**config.mk**
```make
export PLATFORM = sky130hd
export DESIGN_NAME = refcounted_inode_cache_table_core_flat
export DESIGN_NICKNAME = d
export VERILOG_FILES = /design/src/rcit_pkg.sv /design/src/rcit_req_if.sv /design/src/rcit_rsp_if.sv /design/src/refcounted_inode_cache_table_core.sv /design/src/rcit_cell.sv /design/src/flat_wrapper.sv
export SDC_FILE = /design/constraint.sdc
export NUM_CORES = 1
export LEC_CHECK = 0
export BUFFER_PORTS_ARGS = -buffer_cell sky130_fd_sc_hd__buf_2
export CAP_MARGIN = 25
export CORE_MARGIN = 2
export CORE_UTILIZATION = 26
export DETAILED_ROUTE_END_ITERATION = 10
export GPL_TIMING_DRIVEN = 0
export PLACE_DENSITY = 0.45
export SETUP_SLACK_MARGIN = 0.1
export SLEW_MARGIN = 20
export SYNTH_ARGS = -nofsm -noshare
export SYNTH_HDL_FRONTEND = slang
export SYNTH_SLANG_ARGS = --single-unit
```
**constraint.sdc**
```tcl
create_clock -name i_clk -period 4.2 [get_ports i_clk]
set_input_delay 0.63 -clock i_clk [delete_from_list [all_inputs] [get_ports i_clk]]
set_output_delay 0.63 -clock i_clk [all_outputs]
set_load 0.1 [all_outputs]
```
**src/rcit_pkg.sv**
```systemverilog
// ----------------------------------------------------------------------------
// rcit_pkg
// shared codes, widths and cell control type for the ref-counted tag table
// ----------------------------------------------------------------------------
package rcit_pkg;

    localparam int CAP_W = 5;
    localparam logic [CAP_W-1:0] CAP_RESET = 5'd16;

    localparam int ACT_W = 2;
    localparam logic [ACT_W-1:0] ACT_LOAD    = 2'd0;
    localparam logic [ACT_W-1:0] ACT_RELEASE = 2'd1;
    localparam logic [ACT_W-1:0] ACT_CREATE  = 2'd2;

    localparam int STAT_W = 3;
    localparam logic [STAT_W-1:0] STAT_HIT       = 3'd0;
    localparam logic [STAT_W-1:0] STAT_INSERTED  = 3'd1;
    localparam logic [STAT_W-1:0] STAT_EVICTED   = 3'd2;
    localparam logic [STAT_W-1:0] STAT_FULL      = 3'd3;
    localparam logic [STAT_W-1:0] STAT_RELEASED  = 3'd4;
    localparam logic [STAT_W-1:0] STAT_NOT_FOUND = 3'd5;
    localparam logic [STAT_W-1:0] STAT_UNDERFLOW = 3'd6;

    // per-cell control for one cycle
    typedef struct packed {
        logic cmp;        // capture match / zero-users flags
        logic load_new;   // head cell takes the new entry
        logic ins_free;   // insert into free space: shift while neighbor valid
        logic ins_evict;  // insert over victim: shift at or above victim
        logic inc;        // saturating increment of the hit cell
        logic dec;        // decrement of the hit cell
    } t_cell_ctl;

endpackage

```
**src/rcit_req_if.sv**
```systemverilog
// ----------------------------------------------------------------------------
// rcit_req_if
// request channel: action and object index with valid/ready
// ----------------------------------------------------------------------------
interface rcit_req_if #(
    parameter int INDEX_BITS = 16
);
    logic                  valid;
    logic                  ready;
    logic [1:0]            action;
    logic [INDEX_BITS-1:0] object_index;

    modport source (output valid, action, object_index, input ready);
    modport sink   (input valid, action, object_index, output ready);
endinterface

```
**src/rcit_rsp_if.sv**
```systemverilog
// ----------------------------------------------------------------------------
// rcit_rsp_if
// response channel: status, eviction report and resulting user count
// ----------------------------------------------------------------------------
interface rcit_rsp_if #(
    parameter int INDEX_BITS = 16,
    parameter int COUNT_BITS = 8
);
    logic                  valid;
    logic                  ready;
    logic [2:0]            status;
    logic                  evicted_valid;
    logic [INDEX_BITS-1:0] evicted_index;
    logic [COUNT_BITS-1:0] users_after;

    modport source (output valid, status, evicted_valid, evicted_index, users_after,
                    input ready);
    modport sink   (input valid, status, evicted_valid, evicted_index, users_after,
                    output ready);
endinterface

```
**src/refcounted_inode_cache_table_core.sv**
```systemverilog
// ----------------------------------------------------------------------------
// refcounted_inode_cache_table_core
// fully associative table of object indices with per-entry user counts
// ----------------------------------------------------------------------------
// The table is a chain of ENTRIES cells kept in insertion order: cell 0
// holds the newest entry and valid entries are always packed at the head.
// A load looks the index up and bumps the count of the newest match, or
// inserts it with one user; a create inserts with zero users; a release
// drops the count of the newest match. An insert shifts the chain down one
// cell and enters at the head, into free space while occupancy is below the
// capacity limit, otherwise over the oldest entry with no users (reported
// as evicted); with no such entry it is dropped as full. Each transaction
// runs through a compare state, in which every cell compares its index and
// flags an unused entry, and a resolve state, in which the priority chains
// ripple through all cells, the chain updates and the response is registered.
// The next request is taken in the resolve state as the previous one
// completes; a response held by the sink stalls the resolve state.
// capacity_limit (byte address 0) is applied in the resolve state of each request;
// 0 behaves as 1 and values above ENTRIES behave as ENTRIES.
// ----------------------------------------------------------------------------
module refcounted_inode_cache_table_core
    import rcit_pkg::*;
#(
    parameter int ENTRIES    = 16,
    parameter int INDEX_BITS = 16,
    parameter int COUNT_BITS = 8
) (
    input  logic        i_clk,
    input  logic        i_rst_n,
    // configuration port
    input  logic        psel,
    input  logic        penable,
    input  logic        pwrite,
    input  logic [2:0]  paddr,
    input  logic [31:0] pwdata,
    output logic [31:0] prdata,
    output logic        pready,
    // transaction channels
    rcit_req_if.sink    i_req,
    rcit_rsp_if.source  o_rsp
);

    localparam int OCC_W = $clog2(ENTRIES + 1);
    localparam int LIM_W = (OCC_W > CAP_W) ? OCC_W : CAP_W;

    // sequencer states
    localparam logic [1:0] ST_IDLE = 2'd0;
    localparam logic [1:0] ST_CMP  = 2'd1;
    localparam logic [1:0] ST_EXEC = 2'd2;

    logic [1:0]            r_state, n_state;
    logic [CAP_W-1:0]      r_cap;
    logic [OCC_W-1:0]      r_occ, n_occ;
    logic [1:0]            r_action;
    logic [INDEX_BITS-1:0] r_object;

    // registered response
    logic                  r_out_valid;
    logic [2:0]            r_status, n_status;
    logic                  r_evicted_valid, n_evicted_valid;
    logic [INDEX_BITS-1:0] r_evicted_index, n_evicted_index;
    logic [COUNT_BITS-1:0] r_users_after, n_users_after;

    // chain wiring; the search chains get one extra slot for the chain ends
    logic                  c_valid  [ENTRIES];
    logic [INDEX_BITS-1:0] c_object [ENTRIES];
    logic [COUNT_BITS-1:0] c_users  [ENTRIES];
    logic                  seen     [ENTRIES+1];
    logic [COUNT_BITS-1:0] hit_acc  [ENTRIES+1];
    logic [INDEX_BITS-1:0] vic_acc  [ENTRIES+1];
    logic                  later    [ENTRIES+1];
    logic                  vic_lat  [ENTRIES+1];

    t_cell_ctl             ctl_body;
    t_cell_ctl             ctl_head;
    logic [COUNT_BITS-1:0] new_users;
    logic                  exec_fire;
    logic                  req_fire;
    logic                  cfg_write;
    logic [LIM_W-1:0]      cap_ext;
    logic [LIM_W-1:0]      eff_limit;
    logic                  has_room;
    logic                  any_match;
    logic                  any_zero;
    logic [COUNT_BITS-1:0] hit_users;

    // ---------------- configuration ----------------
    assign pready    = 1'b1;
    assign cfg_write = psel & penable & pwrite & (paddr[2] == 1'b0);
    assign prdata    = (paddr[2] == 1'b0) ? {{(32-CAP_W){1'b0}}, r_cap} : 32'd0;

    always_ff @(posedge i_clk) begin
        if (!i_rst_n) begin
            r_cap <= CAP_RESET;
        end else if (cfg_write) begin
            r_cap <= pwdata[CAP_W-1:0];
        end
    end

    // clamp the limit into 1..ENTRIES
    always_comb begin
        cap_ext = LIM_W'(r_cap);
        if (cap_ext == '0) begin
            eff_limit = LIM_W'(1);
        end else if (cap_ext > LIM_W'(ENTRIES)) begin
            eff_limit = LIM_W'(ENTRIES);
        end else begin
            eff_limit = cap_ext;
        end
    end
    assign has_room = LIM_W'(r_occ) < eff_limit;

    // ---------------- handshake ----------------
    // the resolve cycle completes once the response register is free
    assign exec_fire   = (r_state == ST_EXEC) & (~r_out_valid | o_rsp.ready);
    assign i_req.ready = (r_state == ST_IDLE) | exec_fire;
    assign req_fire    = i_req.valid & i_req.ready;

    always_ff @(posedge i_clk) begin
        if (req_fire) begin
            r_action <= i_req.action;
            r_object <= i_req.object_index;
        end
    end

    always_comb begin
        n_state = r_state;
        case (r_state)
            ST_IDLE: begin
                if (req_fire) begin
                    n_state = ST_CMP;
                end
            end
            ST_CMP: begin
                n_state = ST_EXEC;
            end
            ST_EXEC: begin
                if (exec_fire) begin
                    n_state = req_fire ? ST_CMP : ST_IDLE;
                end
            end
            default: begin
                n_state = ST_IDLE;
            end
        endcase
    end

    // ---------------- cell chain ----------------
    assign seen[0]          = 1'b0;
    assign hit_acc[0]       = '0;
    assign vic_acc[0]       = '0;
    assign later[ENTRIES]   = 1'b0;
    assign vic_lat[ENTRIES] = 1'b0;

    assign any_match = seen[ENTRIES];
    assign any_zero  = later[0];
    assign hit_users = hit_acc[ENTRIES];
    assign new_users = (r_action == ACT_LOAD) ? COUNT_BITS'(1) : '0;

    // per-transaction decision in the resolve cycle
    always_comb begin
        ctl_body        = '0;
        ctl_body.cmp    = (r_state == ST_CMP);
        n_occ           = r_occ;
        n_status        = STAT_NOT_FOUND;
        n_evicted_valid = 1'b0;
        n_evicted_index = '0;
        n_users_after   = '0;
        if (r_action == ACT_LOAD && any_match) begin
            // hit, count saturates
            ctl_body.inc  = 1'b1;
            n_status      = STAT_HIT;
            n_users_after = (hit_users == '1) ? hit_users : hit_users + COUNT_BITS'(1);
        end else if (r_action == ACT_LOAD || r_action == ACT_CREATE) begin
            // insert path
            n_users_after = new_users;
            if (has_room) begin
                ctl_body.ins_free = 1'b1;
                n_occ             = r_occ + OCC_W'(1);
                n_status          = STAT_INSERTED;
            end else if (any_zero) begin
                ctl_body.ins_evict = 1'b1;
                n_status           = STAT_EVICTED;
                n_evicted_valid    = 1'b1;
                n_evicted_index    = vic_acc[ENTRIES];
            end else begin
                n_status      = STAT_FULL;
                n_users_after = '0;
            end
        end else if (r_action == ACT_RELEASE && any_match) begin
            if (hit_users == '0) begin
                n_status = STAT_UNDERFLOW;
            end else begin
                ctl_body.dec  = 1'b1;
                n_status      = STAT_RELEASED;
                n_users_after = hit_users - COUNT_BITS'(1);
            end
        end
        // updates only land on the completing edge
        if (!exec_fire) begin
            ctl_body.inc       = 1'b0;
            ctl_body.dec       = 1'b0;
            ctl_body.ins_free  = 1'b0;
            ctl_body.ins_evict = 1'b0;
        end
        ctl_head          = ctl_body;
        ctl_head.load_new = ctl_body.ins_free | ctl_body.ins_evict;
    end

    for (genvar g = 0; g < ENTRIES; g++) begin : g_cell
        logic                  prev_valid;
        logic [INDEX_BITS-1:0] prev_object;
        logic [COUNT_BITS-1:0] prev_users;

        if (g == 0) begin : g_head
            assign prev_valid  = 1'b0;
            assign prev_object = '0;
            assign prev_users  = '0;
        end else begin : g_body
            assign prev_valid  = c_valid[g-1];
            assign prev_object = c_object[g-1];
            assign prev_users  = c_users[g-1];
        end

        rcit_cell #(
            .INDEX_BITS (INDEX_BITS),
            .COUNT_BITS (COUNT_BITS)
        ) u_cell (
            .i_clk         (i_clk),
            .i_rst_n       (i_rst_n),
            .i_ctl         ((g == 0) ? ctl_head : ctl_body),
            .i_req_object  (r_object),
            .i_new_users   (new_users),
            .i_prev_valid  (prev_valid),
            .i_prev_object (prev_object),
            .i_prev_users  (prev_users),
            .i_seen_match  (seen[g]),
            .i_hit_users   (hit_acc[g]),
            .i_vic_object  (vic_acc[g]),
            .i_later_zero  (later[g+1]),
            .i_vic_later   (vic_lat[g+1]),
            .o_valid       (c_valid[g]),
            .o_object      (c_object[g]),
            .o_users       (c_users[g]),
            .o_seen_match  (seen[g+1]),
            .o_hit_users   (hit_acc[g+1]),
            .o_vic_object  (vic_acc[g+1]),
            .o_later_zero  (later[g]),
            .o_vic_later   (vic_lat[g])
        );
    end

    // ---------------- control registers ----------------
    always_ff @(posedge i_clk) begin
        if (!i_rst_n) begin
            r_state     <= ST_IDLE;
            r_occ       <= '0;
            r_out_valid <= 1'b0;
        end else begin
            r_state <= n_state;
            if (exec_fire) begin
                r_occ       <= n_occ;
                r_out_valid <= 1'b1;
            end else if (o_rsp.ready) begin
                r_out_valid <= 1'b0;
            end
        end
    end

    // response payload
    always_ff @(posedge i_clk) begin
        if (exec_fire) begin
            r_status        <= n_status;
            r_evicted_valid <= n_evicted_valid;
            r_evicted_index <= n_evicted_index;
            r_users_after   <= n_users_after;
        end
    end

    assign o_rsp.valid         = r_out_valid;
    assign o_rsp.status        = r_status;
    assign o_rsp.evicted_valid = r_evicted_valid;
    assign o_rsp.evicted_index = r_evicted_index;
    assign o_rsp.users_after   = r_users_after;

endmodule

```
**src/rcit_cell.sv**
```systemverilog
// ----------------------------------------------------------------------------
// rcit_cell
// one table entry of the age-ordered chain with its search chain segments
// ----------------------------------------------------------------------------
module rcit_cell
    import rcit_pkg::*;
#(
    parameter int INDEX_BITS = 16,
    parameter int COUNT_BITS = 8
) (
    input  logic                  i_clk,
    input  logic                  i_rst_n,
    input  t_cell_ctl             i_ctl,
    input  logic [INDEX_BITS-1:0] i_req_object,
    input  logic [COUNT_BITS-1:0] i_new_users,
    // entry of the younger neighbor
    input  logic                  i_prev_valid,
    input  logic [INDEX_BITS-1:0] i_prev_object,
    input  logic [COUNT_BITS-1:0] i_prev_users,
    // chains running from the head (younger side)
    input  logic                  i_seen_match,
    input  logic [COUNT_BITS-1:0] i_hit_users,
    input  logic [INDEX_BITS-1:0] i_vic_object,
    // chains running from the tail (older side)
    input  logic                  i_later_zero,
    input  logic                  i_vic_later,
    output logic                  o_valid,
    output logic [INDEX_BITS-1:0] o_object,
    output logic [COUNT_BITS-1:0] o_users,
    output logic                  o_seen_match,
    output logic [COUNT_BITS-1:0] o_hit_users,
    output logic [INDEX_BITS-1:0] o_vic_object,
    output logic                  o_later_zero,
    output logic                  o_vic_later
);

    logic                  r_valid;
    logic [INDEX_BITS-1:0] r_object;
    logic [COUNT_BITS-1:0] r_users;
    logic                  r_match;
    logic                  r_zero;

    logic hit;
    logic victim;
    logic vic_here_or_older;
    logic take_prev;

    // newest match: nothing matched toward the head
    assign hit    = r_match & ~i_seen_match;
    // oldest unused: nothing unused toward the tail
    assign victim = r_zero & ~i_later_zero;
    assign vic_here_or_older = victim | i_vic_later;

    assign take_prev = (i_ctl.ins_free & i_prev_valid) | (i_ctl.ins_evict & vic_here_or_older);

    assign o_seen_match = i_seen_match | r_match;
    assign o_later_zero = i_later_zero | r_zero;
    assign o_vic_later  = vic_here_or_older;
    assign o_hit_users  = i_hit_users | (hit ? r_users : '0);
    assign o_vic_object = i_vic_object | (victim ? r_object : '0);

    assign o_valid  = r_valid;
    assign o_object = r_object;
    assign o_users  = r_users;

    always_ff @(posedge i_clk) begin
        if (!i_rst_n) begin
            r_valid <= 1'b0;
        end else if (i_ctl.load_new) begin
            r_valid <= 1'b1;
        end else if (take_prev) begin
            r_valid <= i_prev_valid;
        end
    end

    always_ff @(posedge i_clk) begin
        if (i_ctl.cmp) begin
            r_match <= r_valid & (r_object == i_req_object);
            r_zero  <= r_valid & (r_users == '0);
        end
        if (i_ctl.load_new) begin
            r_object <= i_req_object;
            r_users  <= i_new_users;
        end else if (take_prev) begin
            r_object <= i_prev_object;
            r_users  <= i_prev_users;
        end else if (i_ctl.inc && hit && r_users != '1) begin
            r_users <= r_users + COUNT_BITS'(1);
        end else if (i_ctl.dec && hit) begin
            r_users <= r_users - COUNT_BITS'(1);
        end
    end

endmodule

```
**src/flat_wrapper.sv**
```systemverilog
// flat-port wrapper written by rule: the top's interface ports become plain ports
module refcounted_inode_cache_table_core_flat import rcit_pkg::*;
#(
    parameter int ENTRIES    = 16,
    parameter int INDEX_BITS = 16,
    parameter int COUNT_BITS = 8
)
  (i_clk, i_rst_n, psel, penable, pwrite, paddr, pwdata, prdata, pready, i_req_valid, i_req_action, i_req_object_index, i_req_ready, o_rsp_valid, o_rsp_status, o_rsp_evicted_valid, o_rsp_evicted_index, o_rsp_users_after, o_rsp_ready);
  rcit_req_if #(.INDEX_BITS(INDEX_BITS)) i_req_i ();
  rcit_rsp_if #(.INDEX_BITS(INDEX_BITS), .COUNT_BITS(COUNT_BITS)) o_rsp_i ();
  input  logic i_clk;
  input  logic i_rst_n;
  input  logic psel;
  input  logic penable;
  input  logic pwrite;
  input  logic [2:0] paddr;
  input  logic [31:0] pwdata;
  output logic [31:0] prdata;
  output logic pready;
  input wire logic [$bits(i_req_i.valid)-1:0] i_req_valid;
  input wire logic [$bits(i_req_i.action)-1:0] i_req_action;
  input wire logic [$bits(i_req_i.object_index)-1:0] i_req_object_index;
  output wire logic [$bits(i_req_i.ready)-1:0] i_req_ready;
  output wire logic [$bits(o_rsp_i.valid)-1:0] o_rsp_valid;
  output wire logic [$bits(o_rsp_i.status)-1:0] o_rsp_status;
  output wire logic [$bits(o_rsp_i.evicted_valid)-1:0] o_rsp_evicted_valid;
  output wire logic [$bits(o_rsp_i.evicted_index)-1:0] o_rsp_evicted_index;
  output wire logic [$bits(o_rsp_i.users_after)-1:0] o_rsp_users_after;
  input wire logic [$bits(o_rsp_i.ready)-1:0] o_rsp_ready;
  assign i_req_i.valid = i_req_valid;
  assign i_req_i.action = i_req_action;
  assign i_req_i.object_index = i_req_object_index;
  assign i_req_ready = i_req_i.ready;
  assign o_rsp_valid = o_rsp_i.valid;
  assign o_rsp_status = o_rsp_i.status;
  assign o_rsp_evicted_valid = o_rsp_i.evicted_valid;
  assign o_rsp_evicted_index = o_rsp_i.evicted_index;
  assign o_rsp_users_after = o_rsp_i.users_after;
  assign o_rsp_i.ready = o_rsp_ready;
  refcounted_inode_cache_table_core #(.ENTRIES(ENTRIES), .INDEX_BITS(INDEX_BITS), .COUNT_BITS(COUNT_BITS)) u_core (.i_clk(i_clk), .i_rst_n(i_rst_n), .psel(psel), .penable(penable), .pwrite(pwrite), .paddr(paddr), .pwdata(pwdata), .prdata(prdata), .pready(pready), .i_req(i_req_i), .o_rsp(o_rsp_i));
endmodule
```
==> results of run 1 <==
==> metrics by stage <==
stage / std cells / util, % / setup slack, ns
floorplan: 2382 / - / 0.2849
global route: 4045 / 31.32 / -0.1680
global placement: 3849 / 28.29 / -1.714
finish: 4045 / 31.32 / -0.1861
detailed placement: 3852 / 28.38 / -1.638
CTS: 4021 / 30.97 / 0.01594
==> logic make-up after synthesis <==
| kind of cell | Yosys count |
|---|---|
| simple gates | 608 |
| flops | 491 |
| buf+inv | 180 |
| other cells | 2 |
| compound gates | 459 |
| xor+xnor | 376 |
| fa+ha+maj | 119 |
| mux | 121 |
==> worst paths after layout <==
kind | start | to | slack [ns] | cells past startpoint
setup / recovery | u_core.g_cell[4].u_cell.r_match | u_core.g_cell[13].u_cell.o_users[5] | -0.19 | 15
hold / removal | i_req_object_index[4] | u_core.r_object[4] | 0.16 | 1
setup reg to reg | u_core.g_cell[4].u_cell.r_match | u_core.g_cell[13].u_cell.o_users[5] | -0.19 | 15
hold reg to reg | u_core.g_cell[0].u_cell.o_object[10] | u_core.g_cell[1].u_cell.o_object[10] | 0.50 | 0
==> where the power goes <==
group          internal [mW]  switching (mW)  total (mW)
clock network           2.78            2.15        4.93
logic                  0.234           0.549       0.783
registers               5.32          0.0265        5.35
==> state kept, by name, indices dropped and copies added (netlist names) <==
name and count:
u_core.cap_ext 5, u_core.g_cell.u_cell.o_object 256, u_core.g_cell.u_cell.o_users 128, u_core.g_cell.u_cell.o_valid 16
u_core.g_cell.u_cell.r_match 16, u_core.g_cell.u_cell.r_zero 16, u_core.o_rsp.evicted_index 16, u_core.o_rsp.evicted_valid 1
u_core.o_rsp.status 3, u_core.o_rsp.users_after 8, u_core.o_rsp.valid 1, u_core.r_action 2
u_core.r_object 16, u_core.r_occ 5, u_core.r_state 2
==> metal layers <==
metal  share of wire [%]  global-route usage (%)  vias up  routed length, µm
li1                    -                       -     9428                  -
met1                  46                   22.35    10180              41540
met2                  46                   25.24      719              41090
met3                 6.4                   2.308      111               5808
met4                 1.9                   3.697        2               1741
met5               0.014                       0        -                 13
==> cell usage in the layout (no fill, tap or decap), drive strengths merged, types with 16 or more instances in the layout <==
cell type and n:
nor4 66, mux2i 16, o211ai 20, inv 32, nand4 86, a21o 94
a22oi 71, clkbuf 171, conb 28, ha 103, nor3 29, a31oi 17
mux2 105, xor2 113, nand2 149, a221oi 42, o21ai 36, o22ai 17
dfxtp 29, buf 199, and3 20, a21oi 90, and2 45, nand3 23
clkinvlp 16, a222oi 25, fa 16, nor2 97, edfxtp 462, clkinv 20
nor2b 34, xnor2 263
==> layout make-up <==
class / count / area share [%]
multi-input combinational: 1711 / 40.17
inverter: 42 / 0.5926
clock inverter: 28 / 0.7379
sequential: 491 / 43.05
clock buffer: 80 / 4.748
tap: 1403 / 5.229
timing repair buffer: 154 / 3.358
buffer: 136 / 2.109
==> cells in the mapped netlist, drive strengths merged, types with 4 or more instances <==
library cell | instances | share of area, %
a31oi | 17 | 0.38
a211o | 4 | 0.12
o32ai | 5 | 0.16
nand4 | 86 | 1.9
xnor2 | 263 | 8.2
or4 | 13 | 0.35
a21o | 94 | 2.5
nor4 | 66 | 1.6
nand3b | 10 | 0.27
fa | 16 | 1.1
and4bb | 4 | 0.18
a21boi | 5 | 0.13
nor3 | 29 | 0.52
xor2 | 113 | 3.5
a221oi | 42 | 1.3
ha | 103 | 4.6
and3 | 20 | 0.44
o211ai | 20 | 0.55
buf | 47 | 1.1
and2 | 45 | 1.0
or4b | 4 | 0.14
o22ai | 17 | 0.38
nor4bb | 4 | 0.14
o21ai | 36 | 0.64
mux2 | 105 | 4.2
nand2b | 5 | 0.11
dfxtp | 29 | 2.1
nor4b | 6 | 0.28
o21bai | 6 | 0.16
nor2b | 34 | 0.76
edfxtp | 462 | 49
mux2i | 16 | 0.57
inv | 42 | 0.56
nor2 | 97 | 1.3
clkbuf | 91 | 1.2
nand3 | 23 | 0.41
o2111ai | 9 | 0.28
a222oi | 25 | 0.89
a22oi | 71 | 2.0
nand2 | 149 | 2.0
a21oi | 90 | 1.7
==> what timing repair did <==
action	CTS	global route
buffers inserted	61	25
hold endpoints to repair	0	0
pin swaps	30	21
setup endpoints to repair	546	382
cloned	1	0
gates resized for setup	82	38
==> key figures, run 1 <==
Outcome
  • Status: complete, but fails checks
  • Failing checks: negative setup slack

Job
  • # Max-Cap Violations: 0

Detailed routing
  • Drt wl/cell: 22.30 µm
  • Vias per std cell: 5.053
  • Drt pass-1 iters: 6
  • Total Wirelength: 90.19 mm
  • Drt drc: 0
  • Antenna Nets Post-Route: 0
  • DR vias: 20440
  • Drt first-iter violations: 2011

Yosys
  • Post-synthesis simple-gate area fraction: 11.78%
  • FFs w/ async S/R, synth: 0%
  • Number of flops mapped to enable cells by yosys: 462
  • Synth warn: 0
  • Main combinational cell family by area after synthesis: compound AO/OA/AOI/OAI gates
  • Mapped Cells: 2356
  • #FFs+latches synth: 491
  • Post-synthesis mux area share: 4.769%
  • Post-synthesis adder-cell area fraction: 5.716%
  • Most used flip-flop cell after synthesis: edfxtp_1
  • Syn Std Cell Area: 28150 µm²
  • Mapped Avg Cell Area: 11.95 µm²
  • Distinct cell type count after synthesis: 73
  • Xor and xnor area share after synthesis: 11.70%
  • Seq/Total Area, Yosys: 51.34%
  • Post-synthesis compound-gate area fraction: 11.78%

Worst setup path
  • Critical Path Fanout Max: 9
  • Worst-path cell chain: buf_6 > buf_4 > nor4b_4 > a222oi_1 > o32ai_2 > nor4_4 > ha_2 > o31ai_4 > nor4_2 > nand4_1 > o211ai_2 > or2_4 > clkbuf_16 > o211ai_1 > buf_4
  • Crit path DAT: 4.77 ns
  • Top Family by Delay on Critical Path: compound AO/OA/AOI/OAI gates
  • Buffer and inverter count on the worst path: 4
  • Critical Path RT: 4.58 ns
  • Worst path slowest cell: a222oi_1
  • Critical path class: register to register
  • Worst Setup Start Kind: register
  • Max stage delay on crit path: 0.78 ns
  • Crit. End Element: register
  • Most used cell, CP: buf_4

Global routing
  • First-pass GRT wire length: 132.5 mm
  • Number of global-route vias before repair: 20260
  • Largest net degree at the start of global routing: 26
  • Total gr overflow: 0
  • Gr usage total: 15.76%
  • Antenna violations before repair: 1

Timing
  • Minimum clock period: 4.386 ns
  • Worst setup margin: -0.1861 ns
  • Final Max Tran Viols: 0
  • Hold slack: 0.1564 ns
  • Setup TNS: -15.58 ns
  • Max Freq: 228.0 MHz
  • # setup viols final: 131
  • Final Hold Viols: 0
  • Slew HR: 33.78%
  • Worst clock skew: 0.04495 ns
  • Period utilisation layout: 104.4%
  • Worst-Margin Slew: 0.9934 ns
  • RSZ-0062 raised after global routing: true

Pwr
  • Total power: 11.06 mW
  • Pwr Density: 329.6 nW/µm²
  • Lkg Pwr: 11.13 nW
  • VDD IR max: 315.8 µV

Die
  • Die Y: 333.1 µm
  • I/O pin count: 123
  • Initial Util: 26.26%
  • Core area: 107200 µm²
  • Rows: 120
  • Die Area: 110900 µm²
  • Die outline width: 333.1 µm

Layout
  • Total Nets Final: 2773
  • # fillers: 10880
  • Footprint of the multi-input gates: 13490 µm²
  • Register area: 14450 µm²
  • Layout cells sized above 1: 18.51%
  • Cell area after layout: 33570 µm²
  • ANT cells: 0
  • Area grow syn2layout: 19.25%

CTS
  • H-tree Lvls: 2
  • Worst-path clk slew: 0.06 ns
  • Hold_buf cts: 0
  • CTS tree: yes
  • CTS buffer count: 58
  • Longest Clk Path Bufs: 3
  • Root buf cell: clkbuf_16
  • Worst-skew pair later-pin latency: 0.65 ns
  • Sink Count: 491

Placed design
  • Placed wire-length estimate: 69.99 mm
  • Placed Area: 30420 µm²
  • Gpl congestion: 0.9096
  • Port bufs: 64

Min path
  • Hold crit path type: input port to register
(Power assumes the default switching activity.)
==> inputs of run 2 (changes only) <==
--- a/config.mk
+++ b/config.mk
@@ -12,6 +12,7 @@
 export DETAILED_ROUTE_END_ITERATION = 10
 export GPL_TIMING_DRIVEN = 0
 export PLACE_DENSITY = 0.45
+export RECOVER_POWER = 50
 export SETUP_SLACK_MARGIN = 0.1
 export SLEW_MARGIN = 20
 export SYNTH_ARGS = -nofsm -noshare
==> key figures, run 2 (synthesis gave the netlist of run 1 again) <==
Outcome
  • Status: complete, but fails checks
  • Failing checks: max-capacitance violations, max-slew violations, negative setup slack

Global routing
  • Antenna violations before repair: 1
  • GR Util met1: 22.35%
  • Met2 Use GR: 25.24%
  • Largest net degree at the start of global routing: 26
  • Gr usage total: 15.76%
  • Total gr overflow: 0
  • GR peak layer: met2
  • Met3 Usage GRT: 2.308%
  • Number of global-route vias before repair: 20260
  • First-pass GRT wire length: 132.5 mm

Timing
  • Final Hold Viols: 0
  • Max Freq: 230.7 MHz
  • Slew HR: -1.466%
  • RSZ-0062 raised after global routing: true
  • Minimum clock period: 4.335 ns
  • Final Max Tran Viols: 26
  • Period utilisation layout: 103.2%
  • # setup viols final: 123
  • Worst clock skew: 0.04369 ns
  • Worst setup margin: -0.1347 ns
  • Worst-Margin Slew: 1.522 ns

Worst setup path
  • Critical Path RT: 4.58 ns
  • Worst Setup Start Kind: register
  • Crit. End Element: register
  • Critical Path Fanout Max: 6
  • Crit path DAT: 4.72 ns
  • Critical path class: register to register

Detailed routing
  • Drt first-iter violations: 2025
  • Drt drc: 0
  • Drt pass-1 iters: 6
  • Total Wirelength: 90.06 mm
  • Antenna Nets Post-Route: 0
  • Drt wl/cell: 22.26 µm
  • Vias per std cell: 5.036
  • DR vias: 20380

Die
  • Core area: 107200 µm²
  • Die outline width: 333.1 µm
  • Rows: 120
  • Die Area: 110900 µm²
  • Initial Util: 26.26%
  • Die Y: 333.1 µm
  • I/O pin count: 123

Placed design
  • Post-Place Cells: 3852
  • Gpl congestion: 0.9096
  • Placed Area: 30420 µm²
  • Port bufs: 64
  • Placed wire-length estimate: 69.99 mm

Layout
  • Area grow syn2layout: 19.15%
  • Max FFs per register: 256
  • Commonest non-fill, non-tap cells in the layout: 462 x edfxtp_1, 263 x xnor2_1, 147 x nand2_1, 113 x xor2_1, 108 x buf_4
  • Total Nets Final: 2773
  • Non-filler cells, final: 4046
  • Cell area after layout: 33540 µm²
  • Layout cells sized above 1: 18.21%
  • Commonest non-fill, non-tap cell in the layout: edfxtp_1

CTS
  • CTS tree: yes
  • H-tree Lvls: 2
  • Worst-skew pair later-pin latency: 0.65 ns
  • Hold_buf cts: 0
  • Worst-path clk slew: 0.06 ns
  • Root buf cell: clkbuf_16
  • CTS buffer count: 58
  • Sink Count: 491
  • Longest Clk Path Bufs: 3

Pwr
  • Lkg Pwr: 11.11 nW
  • VDD IR max: 315.6 µV
  • Total power: 11.06 mW
  • Pwr Density: 329.7 nW/µm²

Job
  • # Max-Cap Violations: 1

Min path
  • Hold crit path type: input port to register
-- run 2: cell count changes in the layout (fill, tap and decap cells not counted) --
cell	previous run	this run
and2_2	2	1
diode_2	0	1
clkbuf_1	100	106
nor2b_1	33	34
buf_12	6	5
and2_0	1	2
buf_2	73	68
nor2b_4	1	0
-- run 2: final cells by class --
type / count / area [µm²]
diodes: 1 / 2.502
plain buffers: 136 / 708.2
clock buffers: 80 / 1594
clock inverters: 28 / 247.7
fillers: 10880 / 73660
inverters: 42 / 198.9
multi-input cells: 1711 / 13480
flip-flops and latches: 491 / 14450
well taps: 1403 / 1755
repair buffers: 154 / 1105
-- run 2: power breakdown --
part / total (mW) / internal, mW / switching (mW)
Combinational: 0.779 / 0.231 / 0.548
Clock: 4.93 / 2.78 / 2.15
Sequential: 5.35 / 5.32 / 0.0260
-- run 2: path summary, 6_finish.rpt --
check	from	endpoint	slack (ns)	cells past startpoint
min reg2reg	u_core.g_cell[0].u_cell.o_object[10]	u_core.g_cell[1].u_cell.o_object[10]	0.50	0
max reg2reg	u_core.g_cell[4].u_cell.r_match	u_core.g_cell[13].u_cell.o_users[1]	-0.13	14
min	i_req_object_index[1]	u_core.r_object[1]	0.16	1
max	u_core.g_cell[4].u_cell.r_match	u_core.g_cell[13].u_cell.o_users[1]	-0.13	14
-- run 2: worst max-delay path: stages, from the launching register on --
cell,delay (ns)
edfxtp_1,0.47
buf_6,0.17
buf_8,0.12
a222oi_1,0.68
o32ai_2,0.21
nor4_4,0.40
ha_2,0.29
o31ai_4,0.08
nor4_2,0.27
nand4_1,0.19
o211ai_2,0.36
or2_4,0.29
clkbuf_16,0.19
o211ai_1,0.12
buf_4,0.22
-- run 2: through the flow --
stage                     hold WS (ns)  util [%]  setup TNS, ns  setup WS, ns
after global placement          0.4831     28.29        -439.09        -1.714
after floorplan                 0.4700         -              0        0.2849
after CTS                       0.1079     30.97              0       0.01594
after detailed placement        0.4826     28.38        -363.89        -1.638
final                           0.1580     31.29         -9.434       -0.1347
after global routing            0.1342     31.29         -14.50       -0.1680
-- run 2: timing repair --
item	in CTS	in global routing
buffers inserted	61	25
setup endpoints to repair	546	382
pin swaps	30	21
gates cloned	1	0
resized for setup	82	38
-- run 2: routing by layer --
| metal | wire, µm | vias up |
|---|---|---|
| li1 | - | 9426 |
| met1 | 41240 | 10130 |
| met2 | 41040 | 705 |
| met3 | 6007 | 112 |
| met5 | 13 | - |
| met4 | 1758 | 2 |
